File: src/rtl/core/ppwt_pkg.sv
// Shared types and constants for the pure pursuit waypoint tracker.
// Holds the fixed-point constants, CORDIC angle table and register codes.
// No dependencies.
`timescale 1ns / 1ps

package ppwt_pkg;

  localparam int FRAC_BITS = 16;

  // Item operation codes.
  localparam logic OP_APPEND = 1'b0;
  localparam logic OP_POSE   = 1'b1;

  // Configuration register indexes.
  localparam logic CFG_LOOKAHEAD = 1'b0;
  localparam logic CFG_SPEED     = 1'b1;

  // Angles in Q2.30, held in 36-bit signed words.
  localparam logic signed [35:0] PI_Q30      = 36'sd3373259426;
  localparam logic signed [35:0] TWO_PI_Q30  = 36'sd6746518852;
  localparam logic signed [35:0] HALF_PI_Q30 = 36'sd1686629713;
  localparam logic signed [33:0] CORDIC_GAIN = 34'sd652032874;
  localparam int CORDIC_STEPS = 30;

  // 1e8 m^2 in Q32 squared-distance units.
  localparam logic [63:0] NEAR_LIMIT = 64'd429496729600000000;

  // round(0.4 * 2^FRAC_BITS)
  localparam logic [31:0] STEER_LIMIT = 32'd26214;

  // Number of quotient bits produced for the steering division.
  localparam int DIV_STEPS = 2 * FRAC_BITS;

  typedef struct packed {
    logic               done;
    logic signed [33:0] sin_v;
    logic signed [33:0] cos_v;
  } cordic_res_t;

  function automatic logic signed [35:0] atan_q30(input logic [4:0] step);
    logic signed [35:0] v;
    unique case (step)
      5'd0:  v = 36'sd843314857;
      5'd1:  v = 36'sd497837829;
      5'd2:  v = 36'sd263043837;
      5'd3:  v = 36'sd133525159;
      5'd4:  v = 36'sd67021687;
      5'd5:  v = 36'sd33543516;
      5'd6:  v = 36'sd16775851;
      5'd7:  v = 36'sd8388437;
      5'd8:  v = 36'sd4194283;
      5'd9:  v = 36'sd2097149;
      5'd10: v = 36'sd1048576;
      5'd11: v = 36'sd524288;
      5'd12: v = 36'sd262144;
      5'd13: v = 36'sd131072;
      5'd14: v = 36'sd65536;
      5'd15: v = 36'sd32768;
      5'd16: v = 36'sd16384;
      5'd17: v = 36'sd8192;
      5'd18: v = 36'sd4096;
      5'd19: v = 36'sd2048;
      5'd20: v = 36'sd1024;
      5'd21: v = 36'sd512;
      5'd22: v = 36'sd256;
      5'd23: v = 36'sd128;
      5'd24: v = 36'sd64;
      5'd25: v = 36'sd32;
      5'd26: v = 36'sd16;
      5'd27: v = 36'sd8;
      5'd28: v = 36'sd4;
      5'd29: v = 36'sd2;
      default: v = 36'sd0;
    endcase
    return v;
  endfunction

endpackage

File: src/rtl/core/ppwt_cordic.sv
// Iterative CORDIC giving sine and cosine of the car heading in Q2.30.
// One rotation step per cycle through a shared shift/add unit.
// Depends on ppwt_pkg.
`timescale 1ns / 1ps

module ppwt_cordic (
  input  logic                  clk,
  input  logic                  rst_n,
  input  logic                  start,
  input  logic signed [18:0]    yaw,
  output ppwt_pkg::cordic_res_t res
);

  logic               busy_r;
  logic               done_r;
  logic [4:0]         step_r;
  logic signed [33:0] x_r;
  logic signed [33:0] y_r;
  logic signed [35:0] z_r;
  logic               neg_r;

  logic signed [35:0] z0;
  logic signed [35:0] z1;
  logic signed [35:0] z2;
  logic               neg0;
  logic signed [33:0] sx;
  logic signed [33:0] sy;
  logic signed [35:0] at;

  // Heading to Q2.30, folded into [-pi, pi] and then into [-pi/2, pi/2].
  always_comb begin
    z0 = {{3{yaw[18]}}, yaw, 14'b0};
    if (z0 > ppwt_pkg::PI_Q30) begin
      z1 = z0 - ppwt_pkg::TWO_PI_Q30;
    end else if (z0 < -ppwt_pkg::PI_Q30) begin
      z1 = z0 + ppwt_pkg::TWO_PI_Q30;
    end else begin
      z1 = z0;
    end
    neg0 = 1'b0;
    z2   = z1;
    if (z1 > ppwt_pkg::HALF_PI_Q30) begin
      z2   = z1 - ppwt_pkg::PI_Q30;
      neg0 = 1'b1;
    end else if (z1 < -ppwt_pkg::HALF_PI_Q30) begin
      z2   = z1 + ppwt_pkg::PI_Q30;
      neg0 = 1'b1;
    end
  end

  assign sx = y_r >>> step_r;
  assign sy = x_r >>> step_r;
  assign at = ppwt_pkg::atan_q30(step_r);

  always_ff @(posedge clk) begin
    if (!rst_n) begin
      busy_r <= 1'b0;
      done_r <= 1'b0;
      step_r <= '0;
    end else begin
      done_r <= 1'b0;
      if (start) begin
        busy_r <= 1'b1;
        step_r <= '0;
        x_r    <= ppwt_pkg::CORDIC_GAIN;
        y_r    <= '0;
        z_r    <= z2;
        neg_r  <= neg0;
      end else if (busy_r) begin
        if (!z_r[35]) begin
          x_r <= x_r - sx;
          y_r <= y_r + sy;
          z_r <= z_r - at;
        end else begin
          x_r <= x_r + sx;
          y_r <= y_r - sy;
          z_r <= z_r + at;
        end
        if (step_r == 5'(ppwt_pkg::CORDIC_STEPS - 1)) begin
          busy_r <= 1'b0;
          done_r <= 1'b1;
        end else begin
          step_r <= step_r + 5'd1;
        end
      end
    end
  end

  assign res.done  = done_r;
  assign res.cos_v = neg_r ? -x_r : x_r;
  assign res.sin_v = neg_r ? -y_r : y_r;

endmodule
File: config.mk
export PLATFORM = sky130hd
export DESIGN_NAME = ppwt_cordic
export DESIGN_NICKNAME = d
export VERILOG_FILES = /design/src/rtl/core/ppwt_pkg.sv /design/src/rtl/core/ppwt_cordic.sv
export SDC_FILE = /design/constraint.sdc
export NUM_CORES = 1
export LEC_CHECK = 0
export BUFFER_PORTS_ARGS = -buffer_cell sky130_fd_sc_hd__clkbuf_2
export CAP_MARGIN = 20
export CORE_UTILIZATION = 30
export CTS_BUF_LIST = sky130_fd_sc_hd__clkbuf_8
export CTS_CLUSTER_DIAMETER = 60
export CTS_CLUSTER_SIZE = 30
export DETAILED_ROUTE_END_ITERATION = 8
export SLEW_MARGIN = 20
export SYNTH_ARGS = -nofsm -noshare
export SYNTH_HDL_FRONTEND = slang
export SYNTH_SLANG_ARGS = --single-unit
File: constraint.sdc
create_clock -name clk -period 13.27 [get_ports clk]
set_input_delay 2.654 -clock clk [delete_from_list [all_inputs] [get_ports clk]]
set_output_delay 2.654 -clock clk [all_outputs]
set_load 0.01 [all_outputs]
==> results of run 1 <==
## cell type report
class / instances / share of cell area [%]
timing repair buffer: 109 / 2.64
sequential: 142 / 17.3
clock inverter: 15 / 0.983
inverter: 77 / 1.28
multi-input combinational: 2159 / 71.5
clock buffer: 17 / 1.04
tap: 940 / 5.22
## kinds of logic (layout without fill, tap and decap cells)
logic type	after synthesis	after routing	synth area share, %
and+or+nand+nor	851	851	20.0
AOI/OAI and AO/OA	741	741	23.5
buffers and inverters	262	218	5.53
xor gates and xnor gates	257	257	10.7
muxes	182	182	14.2
DFF	142	142	18.4
adders and majority gates	128	128	7.68
## placed cells by master, fill, tap and decap left out, drive strengths merged, types with 24 or more instances in the layout
cell type,instances
o31ai,26
ha,125
a211oi,31
a21o,59
a21oi,194
xor2,77
o21ai,143
nand2b,38
o211ai,32
mux2i,59
and3,36
nor2,225
clkbuf,106
mux4,91
dfxtp,37
nor4,24
xnor2,180
and2,25
nor3,56
a31oi,40
edfxtp,105
inv,82
or3,26
nand3,67
mux2,32
nand2,235
## how the worst max path moves through the flow
stage | start | to | slack (ps) | cells after the start
floorplan | yaw[1] | z_r[25] | 6360 | 23
global placement | yaw[1] | z_r[19] | 5140 | 21
detailed placement | yaw[1] | z_r[19] | 5060 | 21
CTS | yaw[1] | z_r[19] | 5670 | 21
global route | yaw[1] | z_r[19] | 5140 | 21
finish | yaw[1] | z_r[19] | 5610 | 21
## registers in the layout, indices dropped and copies added, names as in the netlist
signal	count
z_r	36
x_r	34
y_r	34
at	30
step_r	5
busy_r	1
done_r	1
neg_r	1
## metrics by stage
step,cell area (um^2),hold WS [ps],total power [W]
5_1_grt,22500,488,0.00403
4_1_cts,22500,459,0.00372
6_report,22500,454,0.00373
2_1_floorplan,21200,418,0.00267
3_3_place_gp,22100,445,0.00327
3_5_place_dp,22100,445,0.00328
## routing by layer
metal / GRT usage, % / part of all wire (%) / vias to the layer above
met4: 8.88 / 4.4 / 2
met2: 30.5 / 46 / 764
met1: 24.8 / 43 / 9539
met3: 2.54 / 6.2 / 148
met5: 0 / 0.029 / -
li1: - / - / 9488
## power groups by stage
stage | Sequential (W) | Clock [W] | Combinational, W
2_1_floorplan | 0.000696 | 0 | 0.00198
3_3_place_gp | 0.000867 | 0 | 0.00240
3_5_place_dp | 0.000869 | 0 | 0.00241
4_1_cts | 0.000858 | 0.000439 | 0.00242
5_1_grt | 0.000882 | 0.000450 | 0.00270
6_report | 0.000867 | 0.000423 | 0.00244
## worst reg2reg max path, delay by kind of cell, from the launching register on
| kind | cells | cell delay [ps] |
|---|---|---|
| fa+ha+maj | 2 | 600 |
| mux | 4 | 1430 |
| xor+xnor | 1 | 180 |
| flops | 1 | 830 |
| buf+inv | 1 | 750 |
| simple gates | 2 | 380 |
| compound gates | 10 | 2720 |
==> flow_metrics.env, run 1 <==
export IMPL_io_pins=91
export IMPL_fmaxAchievable_mhz=131
export IMPL_n_antenna_cell=0
export IMPL_status="finished clean"
export IMPL_clk_pin_slew_ps=90
export IMPL_drt_total_wl_um=67900
export IMPL_timing_final_ws_setup_ps=5610
export IMPL_rows=97
export IMPL_die_x_um=268
export IMPL_cts_sinks=142
export IMPL_grt_pass1_wl_um=106000
export IMPL_start_kind="input port"
export IMPL_synthTopCellsByArea="edfxtp_1 (15%), mux4_2 (9.7%), xnor2_1 (7.4%)"
export IMPL_syn2layout_area_growth_pct=6.45
export IMPL_setup_viol=0
export IMPL_vias=19900
export IMPL_max_slew_margin_pct=26.6
export IMPL_clock_skew_ps=33.9
export IMPL_p_int_w=0.00193
export IMPL_globalplace_congestion=0.964
export IMPL_place_hpwl_um=51200
export IMPL_avgSynthCellArea_um2=8.26
export IMPL_setup_tns_ps=0
export IMPL_slowest_delay_ps=760
export IMPL_pwr_share_clk_pct=11.4
export IMPL_clock_latency_ps=580
export IMPL_initial_core_util_pct=30.3
export IMPL_cts_hold_buf=0
export IMPL_grt_max_degree=72
export IMPL_cts_root_buf="clkbuf_8"
export IMPL_combPwrFrac_pct=65.4
export IMPL_critical_path_top_delay_family="simple AND/OR/NAND/NOR gates"
export IMPL_cp_slowest_cell="ha_1"
export IMPL_chipHeight_um=268
export IMPL_p_seq_share_pct=23.3
export IMPL_gr_total_overflow=0
export IMPL_antenna_found_initial=2
export IMPL_leakagePower_nw=8.43
export IMPL_cts_resized=0
export IMPL_synthTopCellsByCount="nand2_1 (234), nor2_1 (225), a21oi_1 (193), xnor2_1 (179), o21ai_0 (136)"
export IMPL_final_cells=3459
export IMPL_endpoint_kind="flop"
export IMPL_whs_endpoint="done_r"
export IMPL_regArea_um2=3910
export IMPL_multi_input_area_um2=16100
export IMPL_p_switching_w=0.00180
export IMPL_switching_share_pct=48.3
export IMPL_cts_tree="built"
export IMPL_track_usage_pct=18.9
export IMPL_critPathKind="input port to flop"
export IMPL_ir_drop_v=0.0000769
export IMPL_ys_seq_elements=142
export IMPL_synth_edf_count=105
export IMPL_maxSlewViolCount=0
export IMPL_reg2reg_slack_ps=6130
export IMPL_min_from="busy_r"
export IMPL_synth_area_um2=21200
export IMPL_vias_per_cell=5.76
export IMPL_cts_buffers=17
export IMPL_first_pass_iters=6
export IMPL_drt_iter0_markers=1781
export IMPL_hold_path_depth=2
export IMPL_drc=0
export IMPL_yosysWarnings=0
export IMPL_cp_cell_sequence="clkbuf_2, inv_1, ha_1, nor3b_1, nand2_1, nand3_1, a21oi_1, o211ai_1, a21boi_0, ha_1, inv_1, nor3_1, a21boi_0, o211a_1, nand4_1, o2111ai_1, and3_1, or2_0, o32ai_1, xnor2_1, mux2_2"
export IMPL_syn_inst=2563
export IMPL_finalCoreUtilization_pct=32.2
export IMPL_fin_crit_ps=7660
export IMPL_hold_violations=0
export IMPL_synth_largest_area_cell="edfxtp_1"
export IMPL_core_area_um2=69900
export IMPL_rsz0062_at_grt="no"
export IMPL_crit_required_ps=13570
export IMPL_dp_cells=3427
export IMPL_reg2reg_from="step_r[0]"
export IMPL_synthArstFlopShare_pct=0
export IMPL_ys_types=109
export IMPL_power_density_nw_per_um2=165
export IMPL_cts_setup_buffers=0
export IMPL_synth_fp_nets=2713
export IMPL_cts_path_max_buffers=2
export IMPL_grt_pass1_vias=18500
export IMPL_layout_drive_gt1_share_pct=13.1
export IMPL_netlist_area_leader_share_pct=14.9
export IMPL_seq_area_frac_synth_pct=18.4
export IMPL_antenna_left=0
export IMPL_nets=2656
export IMPL_r2r_end="y_r[31]"
export IMPL_cap_violations=0
export IMPL_hp_class="flop to flop"
export IMPL_die_area_um2=71600
export IMPL_post_drt_wl_per_cell_um=19.6
export IMPL_pre_cts_slack_ps=5060
export IMPL_final_period_utilization_pct=57.7
export IMPL_r2r_cells=20
export IMPL_yosysMostFrequentCell="nand2_1"
export IMPL_path_max_fanout=21
export IMPL_cp_num_buf_inv=3
export IMPL_htree_levels=4
export IMPL_fillers=7474
export IMPL_port_buffers=90
export IMPL_cp_arrival_ps=7960
export IMPL_worstMarginPinSlew_ps=1090
export IMPL_synth_ff_type="edfxtp_1"
(Power assumes the default switching activity.)
==> run 2: changes to the inputs <==
Clock period 13.27 ns to 6.2 ns, I/O delays scaled along.
==> run 2 against run 1 <==
Non-clock buffer count increased by 155. Worst setup slack got worse by 5300 ps. Die area unchanged. Sequential cell count unchanged. Global-route usage increased by 1.4 points. Utilization increased by 1.7 points. First-iteration DRC count increased by 12%. Clock power increased by 87%. Critical path type is now flop to flop. Critical endpoint is now y_r[32]. Largest power group unchanged. Highest routed layer unchanged.
==> flow_metrics.env, run 2 (synthesized netlist as in run 1, its figures left out) <==
export IMPL_max_slew_margin_pct=26.7
export IMPL_chipHeight_um=268
export IMPL_cts_hold_buf=0
export IMPL_power_total_w=0.00830
export IMPL_n_antenna_cell=0
export IMPL_syn2layout_area_growth_pct=12.2
export IMPL_io_pins=91
export IMPL_worstMarginPinSlew_ps=1100
export IMPL_grt_max_degree=52
export IMPL_antenna_left=0
export IMPL_final_period_utilization_pct=94.7
export IMPL_rows=97
export IMPL_cp_slowest_cell="mux4_2"
export IMPL_initial_core_util_pct=30.3
export IMPL_place_hpwl_um=56900
export IMPL_finalCoreUtilization_pct=34.0
export IMPL_crit_required_ps=6500
export IMPL_vias_per_cell=5.76
export IMPL_die_area_um2=71600
export IMPL_cts_buffers=17
export IMPL_vias=20800
export IMPL_layout_drive_gt1_share_pct=18.4
export IMPL_critPathKind="flop to flop"
export IMPL_endpoint_kind="flop"
export IMPL_power_density_nw_per_um2=349
export IMPL_r2r_end="y_r[32]"
export IMPL_first_pass_iters=6
export IMPL_cap_violations=0
export IMPL_top_register="z_r"
export IMPL_final_common_cell="nand2_1"
export IMPL_nets=2811
export IMPL_die_x_um=268
export IMPL_reg2reg_from="step_r[1]"
export IMPL_ir_drop_v=0.000175
export IMPL_grt_pass1_wl_um=113000
export IMPL_cts_path_max_buffers=2
export IMPL_hp_class="flop to flop"
export IMPL_port_buffers=90
export IMPL_drt_iter0_markers=1996
export IMPL_r2r_cells=21
export IMPL_cts_root_buf="clkbuf_8"
export IMPL_path_max_fanout=16
export IMPL_largest_reg_flops=36
export IMPL_post_drt_wl_per_cell_um=20.3
export IMPL_slowest_delay_ps=570
export IMPL_drc=0
export IMPL_largestRegisters="z_r (36), x_r (34), y_r (34)"
export IMPL_hold_violations=0
export IMPL_cp_arrival_ps=6180
export IMPL_htree_levels=4
export IMPL_fin_crit_ps=5870
export IMPL_clock_skew_ps=15.8
export IMPL_gr_total_overflow=0
export IMPL_start_kind="flop"
export IMPL_dp_cells=3569
export IMPL_fmaxAchievable_mhz=170
export IMPL_drt_total_wl_um=73200
export IMPL_clock_latency_ps=570
export IMPL_grt_pass1_vias=19400
export IMPL_globalplace_congestion=0.993
export IMPL_maxSlewViolCount=0
export IMPL_setup_viol=0
export IMPL_status="finished clean"
export IMPL_antenna_found_initial=1
export IMPL_layout_common_cells="nand2_1 (234), nor2_1 (224), a21oi_1 (193)"
export IMPL_clk_pin_slew_ps=100
export IMPL_fin_hold_ws_ps=606
export IMPL_core_area_um2=69900
export IMPL_reg2reg_slack_ps=330
export IMPL_final_cells=3614
export IMPL_crit_path_start="step_r[1]"
export IMPL_track_usage_pct=20.2
export IMPL_fillers=7437
export IMPL_cts_sinks=142
export IMPL_endpoint="y_r[32]"
export IMPL_cts_tree="built"
export IMPL_cp_cell_sequence="buf_12, buf_4, mux4_2, mux4_2, nand2b_1, a21o_1, o2bb2ai_1, nor2_2, a21oi_1, xnor2_1, ha_1, or3_1, or3_1, o2111ai_1, nor2_1, o211ai_1, a31o_2, o21ai_0, a221oi_1, xor2_1, nor2_1"
export IMPL_leakagePower_nw=9.18
## run 2: worst min path at each step
| stage | start | endpoint | slack (ps) | cells after the start |
|---|---|---|---|---|
| after floorplan | busy_r | done_r | 420 | 2 |
| after global placement | busy_r | done_r | 540 | 2 |
| after detailed placement | busy_r | done_r | 550 | 2 |
| after CTS | busy_r | done_r | 570 | 2 |
| after global routing | busy_r | done_r | 600 | 2 |
| final | busy_r | done_r | 610 | 2 |
## run 2: layout make-up
class | instances | area (um^2) | area share (%)
Clock inverter | 15 | 154 | 0.648
Inverter | 77 | 289 | 1.22
Timing Repair Buffer | 264 | 1850 | 7.80
Multi-Input combinational cell | 2159 | 16100 | 67.9
Clock buffer | 17 | 234 | 0.986
Tap cell | 940 | 1180 | 4.95
Sequential cell | 142 | 3910 | 16.5
## run 2: power breakdown
| part | internal (W) | switching [W] |
|---|---|---|
| combinational | 0.00261 | 0.00324 |
| clock | 0.000330 | 0.000460 |
| sequential | 0.00134 | 0.000317 |
| total | 0.00428 | 0.00402 |
## run 2: routing by layer
layer	GRT usage, %	up-vias	part of all wire, %
met4	8.29	2	4.2
met5	0	-	0.016
met2	33.4	895	46
met1	25.9	9894	43
met3	3.50	190	7.2
li1	-	9835	-
## run 2: stage by stage
stage / instance area, um^2 / TNS, ps / setup slack, ps
6_report: 23700 / 0 / 326
4_1_cts: 23500 / 0 / 113
2_1_floorplan: 21200 / 0 / 574
5_1_grt: 23700 / -0.0617 / -0.0617
3_3_place_gp: 23200 / 0 / 71.8
3_5_place_dp: 23200 / 0 / 141
## run 2: timing repair
action,in CTS,in global routing
buffers inserted,0,13
resized for setup,0,10
setup endpoints to repair,0,14
## run 2: worst max-delay path: cells and delay by family (launching register included)
family,cells,cell delay (ps)
multiplexers,2,940
XOR/XNOR,2,330
adder cells (fa/ha/maj),1,220
AND/OR/NAND/NOR,6,1350
flip-flops,1,410
buffers and inverters,2,410
AO/OA/AOI/OAI,8,1930
